File: config.mk
export PLATFORM = sky130hd
export DESIGN_NAME = quic_varint_tlv_deframer
export DESIGN_NICKNAME = d
export VERILOG_FILES = /design/src/qvtd_pkg.sv /design/src/qvtd_front.sv /design/src/qvtd_back.sv /design/src/quic_varint_tlv_deframer.sv
export SDC_FILE = /design/constraint.sdc
export NUM_CORES = 1
export LEC_CHECK = 0
export ABC_AREA = 0
export BUFFER_PORTS_ARGS = -buffer_cell sky130_fd_sc_hd__clkbuf_2
export CORE_AREA = 2 2 161 163
export DETAILED_ROUTE_END_ITERATION = 16
export DIE_AREA = 0 0 163 165
export PLACE_DENSITY = 0.76
export SETUP_SLACK_MARGIN = 0.15
export SLEW_MARGIN = 20
export SYNTH_ARGS = -nofsm -noshare
export SYNTH_HDL_FRONTEND = slang
export SYNTH_SLANG_ARGS = --single-unit
File: constraint.sdc
create_clock -name clk -period 4.4 [get_ports clk]
set_input_delay 0.88 -clock clk [delete_from_list [all_inputs] [get_ports clk]]
set_output_delay 0.88 -clock clk [all_outputs]
set_load 0.03 [all_outputs]
File: src/qvtd_pkg.sv
// Shared types and constants for the QUIC varint TLV deframer.
// No dependencies; every module of the block imports this package.
package qvtd_pkg;

  localparam int unsigned TagWidth     = 62;
  localparam int unsigned QueueDepthDef = 4;

  localparam logic [7:0] VarintLowMask  = 8'h3F;
  localparam int unsigned VarintSizeShift = 6;

  // payload_status codes.
  localparam logic [1:0] ST_BUSY    = 2'd0;
  localparam logic [1:0] ST_CLEAN   = 2'd1;
  localparam logic [1:0] ST_TRUNC   = 2'd2;
  localparam logic [1:0] ST_OVERRUN = 2'd3;

  typedef struct packed {
    logic [7:0] data_byte;
    logic       end_of_payload;
  } qvtd_in_t;

  typedef struct packed {
    logic [TagWidth-1:0] entry_tag;
    logic [7:0]          value_byte;
    logic                byte_is_value;
    logic                entry_done;
    logic [1:0]          payload_status;
  } qvtd_out_t;

  // A byte after classification, as it waits in the queue.
  typedef struct packed {
    logic [7:0] data_byte;
    logic       last;
    logic [5:0] low6;
    logic [2:0] extra_bytes;
  } qvtd_cls_t;

  // Front to back handshake group.
  typedef struct packed {
    logic      valid;
    qvtd_cls_t item;
  } qvtd_q_t;

  typedef enum logic [4:0] {
    PH_TAG_FIRST = 5'b00001,
    PH_TAG_REST  = 5'b00010,
    PH_LEN_FIRST = 5'b00100,
    PH_LEN_REST  = 5'b01000,
    PH_VALUE     = 5'b10000
  } qvtd_phase_t;

  // Bytes that follow the first byte of a varint, from its size code.
  function automatic logic [2:0] varint_extra(input logic [1:0] code);
    logic [2:0] n;
    case (code)
      2'd0:    n = 3'd0;
      2'd1:    n = 3'd1;
      2'd2:    n = 3'd3;
      2'd3:    n = 3'd7;
      default: n = 3'd0;
    endcase
    return n;
  endfunction

endpackage

File: src/qvtd_front.sv
// Front end of the deframer: takes input bytes, classifies them and queues them.
// Depends on qvtd_pkg.
module qvtd_front #(
  parameter int unsigned DEPTH = qvtd_pkg::QueueDepthDef
) (
  input  logic              clk,
  input  logic              rst_n,
  input  logic              in_valid,
  output logic              in_ready,
  input  qvtd_pkg::qvtd_in_t in_data,
  output qvtd_pkg::qvtd_q_t  q_out,
  input  logic              q_pop
);
  import qvtd_pkg::*;

  localparam int unsigned PW = (DEPTH > 1) ? $clog2(DEPTH) : 1;
  localparam int unsigned CW = $clog2(DEPTH + 1);

  qvtd_cls_t         mem_r [DEPTH];
  logic [PW-1:0]     wr_ptr_r, wr_ptr_nxt;
  logic [PW-1:0]     rd_ptr_r, rd_ptr_nxt;
  logic [CW-1:0]     count_r, count_nxt;
  qvtd_cls_t         cls;
  logic              wr_en;
  logic              rd_en;

  always_comb begin
    cls.data_byte   = in_data.data_byte;
    cls.last        = in_data.end_of_payload;
    cls.low6        = 6'(in_data.data_byte & VarintLowMask);
    cls.extra_bytes = varint_extra(in_data.data_byte[VarintSizeShift +: 2]);
  end

  assign in_ready     = (count_r != CW'(DEPTH));
  assign wr_en        = in_valid && in_ready;
  assign rd_en        = q_pop && (count_r != '0);
  assign q_out.valid  = (count_r != '0);
  assign q_out.item   = mem_r[rd_ptr_r];

  always_comb begin
    wr_ptr_nxt = wr_ptr_r;
    rd_ptr_nxt = rd_ptr_r;
    count_nxt  = count_r;
    if (wr_en) begin
      wr_ptr_nxt = (wr_ptr_r == PW'(DEPTH - 1)) ? '0 : wr_ptr_r + 1'b1;
    end
    if (rd_en) begin
      rd_ptr_nxt = (rd_ptr_r == PW'(DEPTH - 1)) ? '0 : rd_ptr_r + 1'b1;
    end
    if (wr_en && !rd_en) begin
      count_nxt = count_r + 1'b1;
    end else if (rd_en && !wr_en) begin
      count_nxt = count_r - 1'b1;
    end
  end

  always_ff @(posedge clk) begin
    if (!rst_n) begin
      wr_ptr_r <= '0;
      rd_ptr_r <= '0;
      count_r  <= '0;
    end else begin
      wr_ptr_r <= wr_ptr_nxt;
      rd_ptr_r <= rd_ptr_nxt;
      count_r  <= count_nxt;
    end
  end

  always_ff @(posedge clk) begin
    if (wr_en) begin
      mem_r[wr_ptr_r] <= cls;
    end
  end

  a_count_bound: assert property (@(posedge clk) disable iff (!rst_n)
    count_r <= CW'(DEPTH))
    else $error("queue occupancy beyond depth");

  a_count_track: assert property (@(posedge clk) disable iff (!rst_n)
    $past(rst_n) |-> count_r == $past(count_r) + CW'($past(wr_en)) - CW'($past(rd_en)))
    else $error("queue occupancy does not follow writes and reads");

endmodule

File: src/qvtd_back.sv
// Back end of the deframer: the TLV parser and the result register.
// Depends on qvtd_pkg; fed by qvtd_front.
module qvtd_back (
  input  logic                clk,
  input  logic                rst_n,
  input  qvtd_pkg::qvtd_q_t   q_in,
  output logic                q_pop,
  output logic                out_valid,
  input  logic                out_ready,
  output qvtd_pkg::qvtd_out_t out_data
);
  import qvtd_pkg::*;

  qvtd_phase_t         phase_r, phase_nxt;
  logic [2:0]          vbl_r, vbl_nxt;
  logic [TagWidth-1:0] acc_r, acc_nxt;
  logic [TagWidth-1:0] tag_r, tag_nxt;
  logic [TagWidth-1:0] vleft_r, vleft_nxt;
  logic                out_valid_r;
  qvtd_out_t           out_data_r, res;
  logic [TagWidth-1:0] acc_more;
  logic [2:0]          vbl_more;
  qvtd_cls_t           it;

  assign it        = q_in.item;
  assign q_pop     = q_in.valid && (!out_valid_r || out_ready);
  assign out_valid = out_valid_r;
  assign out_data  = out_data_r;

  // A following varint byte shifts in; the top eight bits of the accumulator fall off.
  assign acc_more = {acc_r[TagWidth-9:0], it.data_byte};
  assign vbl_more = vbl_r - 3'd1;

  always_comb begin
    phase_nxt = phase_r;
    vbl_nxt   = vbl_r;
    acc_nxt   = acc_r;
    tag_nxt   = tag_r;
    vleft_nxt = vleft_r;
    res       = '0;

    case (phase_r)
      PH_TAG_REST: begin
        acc_nxt = acc_more;
        vbl_nxt = vbl_more;
        if (vbl_more == 3'd0) begin
          tag_nxt       = acc_more;
          phase_nxt     = PH_LEN_FIRST;
          res.entry_tag = acc_more;
        end
      end
      PH_LEN_FIRST: begin
        res.entry_tag = tag_r;
        acc_nxt       = TagWidth'(it.low6);
        vbl_nxt       = it.extra_bytes;
        if (it.extra_bytes == 3'd0) begin
          vleft_nxt = TagWidth'(it.low6);
          if (it.low6 == 6'd0) begin
            phase_nxt      = PH_TAG_FIRST;
            res.entry_done = 1'b1;
          end else begin
            phase_nxt = PH_VALUE;
          end
        end else begin
          phase_nxt = PH_LEN_REST;
        end
      end
      PH_LEN_REST: begin
        res.entry_tag = tag_r;
        acc_nxt       = acc_more;
        vbl_nxt       = vbl_more;
        if (vbl_more == 3'd0) begin
          vleft_nxt = acc_more;
          if (acc_more == '0) begin
            phase_nxt      = PH_TAG_FIRST;
            res.entry_done = 1'b1;
          end else begin
            phase_nxt = PH_VALUE;
          end
        end
      end
      PH_VALUE: begin
        res.entry_tag     = tag_r;
        res.value_byte    = it.data_byte;
        res.byte_is_value = 1'b1;
        vleft_nxt         = vleft_r - 1'b1;
        if (vleft_r == TagWidth'(1)) begin
          res.entry_done = 1'b1;
          phase_nxt      = PH_TAG_FIRST;
        end
      end
      default: begin
        acc_nxt = TagWidth'(it.low6);
        vbl_nxt = it.extra_bytes;
        if (it.extra_bytes == 3'd0) begin
          tag_nxt       = TagWidth'(it.low6);
          phase_nxt     = PH_LEN_FIRST;
          res.entry_tag = TagWidth'(it.low6);
        end else begin
          phase_nxt = PH_TAG_REST;
        end
      end
    endcase

    // The final byte reports where the parser stopped, then starts afresh.
    if (it.last) begin
      if (phase_nxt == PH_TAG_FIRST) begin
        res.payload_status = ST_CLEAN;
      end else if (phase_nxt == PH_VALUE) begin
        res.payload_status = ST_OVERRUN;
      end else begin
        res.payload_status = ST_TRUNC;
      end
      phase_nxt = PH_TAG_FIRST;
      vbl_nxt   = '0;
      acc_nxt   = '0;
      tag_nxt   = '0;
      vleft_nxt = '0;
    end
  end

  always_ff @(posedge clk) begin
    if (!rst_n) begin
      phase_r     <= PH_TAG_FIRST;
      vbl_r       <= '0;
      acc_r       <= '0;
      tag_r       <= '0;
      vleft_r     <= '0;
      out_valid_r <= 1'b0;
    end else begin
      if (q_pop) begin
        phase_r <= phase_nxt;
        vbl_r   <= vbl_nxt;
        acc_r   <= acc_nxt;
        tag_r   <= tag_nxt;
        vleft_r <= vleft_nxt;
      end
      if (q_pop) begin
        out_valid_r <= 1'b1;
      end else if (out_ready) begin
        out_valid_r <= 1'b0;
      end
    end
  end

  always_ff @(posedge clk) begin
    if (q_pop) begin
      out_data_r <= res;
    end
  end

  a_value_nonzero: assert property (@(posedge clk) disable iff (!rst_n)
    phase_r == PH_VALUE |-> vleft_r != '0)
    else $error("value phase entered with no value bytes due");

  a_rest_pending: assert property (@(posedge clk) disable iff (!rst_n)
    (phase_r == PH_TAG_REST || phase_r == PH_LEN_REST) |-> vbl_r != 3'd0)
    else $error("varint continuation phase with no bytes due");

  a_last_resets: assert property (@(posedge clk) disable iff (!rst_n)
    q_pop && it.last |=> phase_r == PH_TAG_FIRST && vleft_r == '0 && tag_r == '0)
    else $error("parser not back at start after final byte");

  a_no_stray_value: assert property (@(posedge clk) disable iff (!rst_n)
    out_valid_r && !out_data_r.byte_is_value |-> out_data_r.value_byte == 8'd0)
    else $error("value byte set on a non-value result");

endmodule

File: src/quic_varint_tlv_deframer.sv
// Top level of the QUIC varint TLV deframer.
// Depends on qvtd_pkg, qvtd_front and qvtd_back.
//
// Usage:
//   The input channel (in_valid, in_ready, in_data) carries one payload byte per
//   transfer, with end_of_payload set on the final byte. The result channel
//   (out_valid, out_ready, out_data) carries exactly one result per input byte,
//   in order: the tag of the entry the byte belongs to, the value byte when the
//   byte is part of a value, the entry-complete mark and, on the final byte,
//   how the payload ended.
//   A transferred byte is first written into the front queue; the parser step
//   then loads its result into the result register, from which the receiver
//   takes it.
//   Throughput: one byte per cycle while out_ready stays high.
//   The front queue holds QUEUE_DEPTH bytes. When the receiver stalls, the
//   result register holds, the queue fills and in_ready falls once it is full;
//   transfers resume at full rate once out_ready returns.
//   Reset (rst_n low, synchronous) empties the queue, drops out_valid and puts
//   the parser at the start of a payload. After each final byte the parser
//   also returns to that start.
module quic_varint_tlv_deframer #(
  parameter int unsigned QUEUE_DEPTH = qvtd_pkg::QueueDepthDef
) (
  input  logic                clk,
  input  logic                rst_n,
  input  logic                in_valid,
  output logic                in_ready,
  input  qvtd_pkg::qvtd_in_t  in_data,
  output logic                out_valid,
  input  logic                out_ready,
  output qvtd_pkg::qvtd_out_t out_data
);
  import qvtd_pkg::*;

  qvtd_q_t q;
  logic    q_pop;

  qvtd_front #(
    .DEPTH (QUEUE_DEPTH)
  ) u_front (
    .clk      (clk),
    .rst_n    (rst_n),
    .in_valid (in_valid),
    .in_ready (in_ready),
    .in_data  (in_data),
    .q_out    (q),
    .q_pop    (q_pop)
  );

  qvtd_back u_back (
    .clk       (clk),
    .rst_n     (rst_n),
    .q_in      (q),
    .q_pop     (q_pop),
    .out_valid (out_valid),
    .out_ready (out_ready),
    .out_data  (out_data)
  );

endmodule

* After elaboration in Yosys (flattened, before gate mapping)
Memories as Yosys holds them, arrays and structs flattened. A register that Yosys moved wholly into a read port is not among the register bits. Index checks and enable logic that the tools add are counted.
Storage, ports and cells: bits in registers 268, memory bits (writable) 72, input port bits 13, output and inout port bits 76, memories 1
Memory list:
- u_front.mem_r | depth 4, width 18, rd ports 1, clocked after memory_dff 1, wr ports 1, line qvtd_front.sv:19 | qvtd_cls_t mem_r [DEPTH];
Cells by class: add/subtract/negate cells 6, eq/ne operators 18, mux-type cells 42, bitwise logic cells 1, reduce and logical (&&, ||, !) cells 25
Operators by type and width (number):
- two-way mux 62 bit | 5
- one-hot mux 62 bit (2 select lines) | 2
- one-hot mux 62 bit (3 select lines) | 1
- one-hot mux 54 bit (2 select lines) | 1
- equality test 62 x 1 -> 1 bit (second input constant) | 1
- zero test 62 bit | 1
- subtractor 62 x 1 -> 62 bit (second input constant) | 1
- two-way mux 54 bit | 1
- two-way mux 5 bit | 7
- one-hot mux 5 bit (4 select lines) | 1
- two-way mux 1 bit | 12
- two-way mux 3 bit | 4
- one-hot mux 3 bit (4 select lines) | 1
- equality test 5 bit (second input constant) | 2
- != test 3 x 1 -> 1 bit (second input constant) | 3
- equality test 2 bit (second input constant) | 4
- two-way mux 2 bit | 4
- AND reduction 4 bit | 2
- zero test 3 bit | 2
- zero test 6 bit | 1
- two-way mux 6 bit | 1
- one-hot mux 3 bit (2 select lines) | 1
- nonzero test 3 bit | 2
- subtractor 3 x 1 -> 3 bit (second input constant) | 2
- 20 further kinds | 30

* Logic depth before layout (Yosys ltp)
depth after elaboration 7, depth in mapped cells 11, depth with buffers taken out 10

* Modules after synthesis
From an unflattened synthesis, not the netlist that was laid out.
Second synthesis, totals: cell total of the unflattened synthesis 1363, area total of the unflattened synthesis 13804.5 um^2
By module, submodules not included:
- qvtd_back | instances 1, cells an instance 1241, area an instance 11534.8 um^2, sequential area each 5965.7 um^2
- qvtd_front | instances 1, cells an instance 122, area an instance 2269.7 um^2, sequential area each 1621.6 um^2

* Worst setup path after synthesis
No wires, ideal clock.
path kind input -> register, from input out_ready, to register u_back.vleft_r[12], library setup time 0.071 ns, arrival time 4.293 ns, required time 4.329 ns, slack 0.037 ns, stages 9, buffers on the path 3, cells stage by stage nor2b_1 > or2_2 > buf_2 > clkinv_1 > a211oi_1 > buf_2 > buf_2 > o21ai_0 > a21oi_1
On the way: longest elaborated chain between the ends 3
RTL lines:
- from (decl) | line quic_varint_tlv_deframer.sv:30 | input logic out_ready,
- logical OR 1 bit | line qvtd_back.sv:26 | assign q_pop = q_in.valid && (!out_valid_r || out_ready);
- logical AND 1 bit | line qvtd_back.sv:26
- via q_pop | line quic_varint_tlv_deframer.sv:36 | logic q_pop;
- AND reduction 4 bit (no source line)
- to (signal assigned) | line qvtd_back.sv:136 | vleft_r <= vleft_nxt;
- to (decl) | line qvtd_back.sv:18 | logic [TagWidth-1:0] vleft_r, vleft_nxt;
The timed path passes the listed nets, and every way through them passes these cells. A chain may end at the register's enable or synchronous reset.

==> metrics.txt <==
outcome=finished clean; Area contributors post-synth=dfxtp_1, edfxtp_1, a22o_1; grt ovf=0; post_cts resized=0; synthesized area=between 10000 and 15000 um2; top-count cell post-synth=dfxtp_1; # hold bufs at CTS=0; initial antenna violation count=0; Fmax=between 0.2 and 0.3 GHz; Seq cells post-synth=318; total power=9.68 mW; area of the multi-input gates=5580 um2; most frequent cells after synthesis=dfxtp_1, a22o_1, edfxtp_1; Pins Over Slew Limit=0; die area=26900 um2; Core ar.=25000 um2; # nets final=1324; Crit. End Element=flop; I/O Buffers=approximately 90; ANT cells=0; post-CTS repair timing setup buffer count=0; Top delay family on crit path=simple AND/OR/NAND/NOR gates; max cap viols=0; clock sink count=between 300 and 400; worst slew pin tran=approximately 1.0 ns; cell taking the most area after synthesis=dfxtp_1; Syn Nets=1273; kind of critical path=flop to flop; Peak VDD IR=~0.36 mV; Period minus WS final=3.56 ns; syn avg cell area=between 10 and 15 um2; relative slew slack=30.8%; Fin Setup TNS=0 ns; CP max FO=7; largest net degree at the start of global routing=91; switch share=38.4%; RSZ-0062 raised after global routing=no; PwrDens=632 nW/um2; FILL cells=1963; Buf/Inv on CP=1; clk_lat worst skew=0.51 ns; clk slew on worst S/H paths=0.06 ns; Netlist cell types=71; Synth Warn #=0; Slowest Stage Delay on Critical Path=0.71 ns; first-pass GRT wire length=54900 um; WL per Instance=20.9 um; P_sw=about 3.7 mW; Post-Syn Instances=~1200; worst hold path type=flop to flop; # IOs=89; GPL Wtd Cong=0.942; Internal Dissipation=5.96 mW; Yosys top cell area share=28.8%; DR vias/cell=6.57; final setup violating endpoints=0; Post-route DRC=0; Comb pwr share=around a third; Chip Width=163 um; Tot GR Track Use=25.7%; arrival time of the worst setup path=3.80 ns; DR iter-0 viols=1612; clock root buffer=clkbuf_16; Async SR Flop Fraction=0%; area delta synth->final=12.5%; CTS H-tree lvls=2; total number of vias=10879; clock skew=0.0193 ns; Pre-Repair DR Iteration Count=6; TritonCTS buffer count=34; crit path launch type=flop; P_leak=5.62 nW; die height=165 um; Routed Antenna Nets=0; period utilization=80.8%; Max clock buf depth=3; TritonCTS clock tree=done; Cell Rows=58; Final Hold Fails=0; final WL=34600 um; vias in the first global route=9821; CP max-delay cell=mux4_1; initial core utilization=54.3%; CP cell instances=buf_4 -> mux4_1 -> or4_1 -> nor3_1 -> nand3_1 -> o221ai_1 -> nor2b_1; Sequential Area=~7600 um2; Seq pwr share=39.4%; number of synthesized flops with an enable pin=122; ys flop type=dfxtp_1; dpl hpwl=roughly 22000 um; layout cells sized above 1=about 15%; Worst Path Required=4.64 ns; post-synthesis sequential area ratio=between 50% and 60%; Clock power frac=27.7%
[power by group through the flow]
stage / Sequential [mW] / Combinational (mW) / Clock [mW]
2_1_floorplan: 4.44 / 1.71 / 0
3_3_place_gp: 3.86 / 3.12 / 0
3_5_place_dp: 3.88 / 3.15 / 0
4_1_cts: 3.82 / 3.16 / 2.72
5_1_grt: 3.86 / 3.41 / 2.84
6_report: 3.81 / 3.19 / 2.68
[per-layer routing]
layer	up-vias	track usage (%)	part of all wire (%)
met5	-	0	0
met4	0	9.69	3.2
met3	92	4.75	9.2
met2	556	38.7	44
met1	5284	36.9	43
li1	4947	-	-
[area by class of cell]
type                    instances  area share [%]
flip-flops and latches        318            49.6
multi-input cells             818            36.4
clock buffers                  41            5.88
repair buffers                112            4.05
well taps                     330            2.70
clock inverters                20           0.997
inverters                      16           0.400
[state kept, by name, indices dropped and copies added, names as in the netlist, 2 cells and up, named ones only]
| register | cells |
|---|---|
| u_back.vleft_r | 62 |
| u_back.vbl_r | 3 |
| u_front.rd_ptr_r | 2 |
| u_front.count_r | 3 |
| u_back.tag_r | 62 |
| u_front.wr_ptr_r | 2 |
| u_back.out_data | 74 |
| u_front.mem_r | 48 |
| u_back.acc_r | 54 |
| u_back.phase_r | 5 |
[worst min-delay path, cell delays in order (launching register included)]
cell     delay [ns]
dfxtp_1        0.31
inv_1          0.05
o22ai_1        0.05
[path summary, 6_finish.rpt]
path / slack (ns) / from / cells after the start / endpoint
worst max-delay path: 0.84 / flop / 7 / u_back.out_data[1]
worst min register to register: 0.46 / u_back.vleft_r[60] / 2 / u_back.vleft_r[60]
worst max register to register: 0.84 / flop / 7 / u_back.out_data[1]
worst min-delay path: 0.46 / u_back.vleft_r[60] / 2 / u_back.vleft_r[60]
[kinds of logic (layout without fill, tap and decap cells)]
kind of cell,count (synthesis),after routing,synth area share [%]
AO/OA/AOI/OAI,405,405,22.1
AND/OR/NAND/NOR,373,373,14.1
flip-flops,318,318,55.8
buffers and inverters,113,189,3.68
multiplexers,16,16,2.47
XOR/XNOR,13,13,0.837
adder cells (fa/ha/maj),11,11,1.07
[layout by cell type (no fill, tap or decap), types with 4 or more instances in the layout]
cell       instances
a21o_1             4
a21oi_1           54
a22o_1           125
a22oi_1           77
a31oi_1            9
a32o_1             4
a32oi_1            9
and2_1            14
and3_1             5
buf_4             24
clkbuf_1           5
clkbuf_16         35
clkbuf_2          89
clkinv_2           9
dfxtp_1          196
edfxtp_1         122
ha_1              10
inv_1             13
mux2i_1            4
mux4_1             7
mux4_2             5
nand2_1           54
nand2b_1           8
nand3_1           23
nand4_1           10
nor2_1           117
nor2b_1            5
nor3_1            40
nor3_2             4
nor3b_1            4
nor4_1            37
o211ai_1          17
o21a_1             4
o21ai_0           52
o31ai_1           13
or2_2              6
or3_1             15
or4_1             15
xnor2_1            6
xor2_1             7
[metrics by stage]
stage / cell area (um2) / hold slack, ns / util [%] / setup WS (ns) / std cells
2_1_floorplan: 13600 / 0.429 / - / 1.02 / 1249
3_3_place_gp: 14300 / 0.438 / 57.0 / 0.918 / 1594
3_5_place_dp: 14300 / 0.449 / 57.0 / 0.834 / 1594
4_1_cts: 15300 / 0.457 / 61.2 / 0.805 / 1655
5_1_grt: 15300 / 0.485 / 61.2 / 0.711 / 1655
6_report: 15300 / 0.462 / 61.2 / 0.843 / 1655
Note: power is estimated with default switching activity, not from simulation.
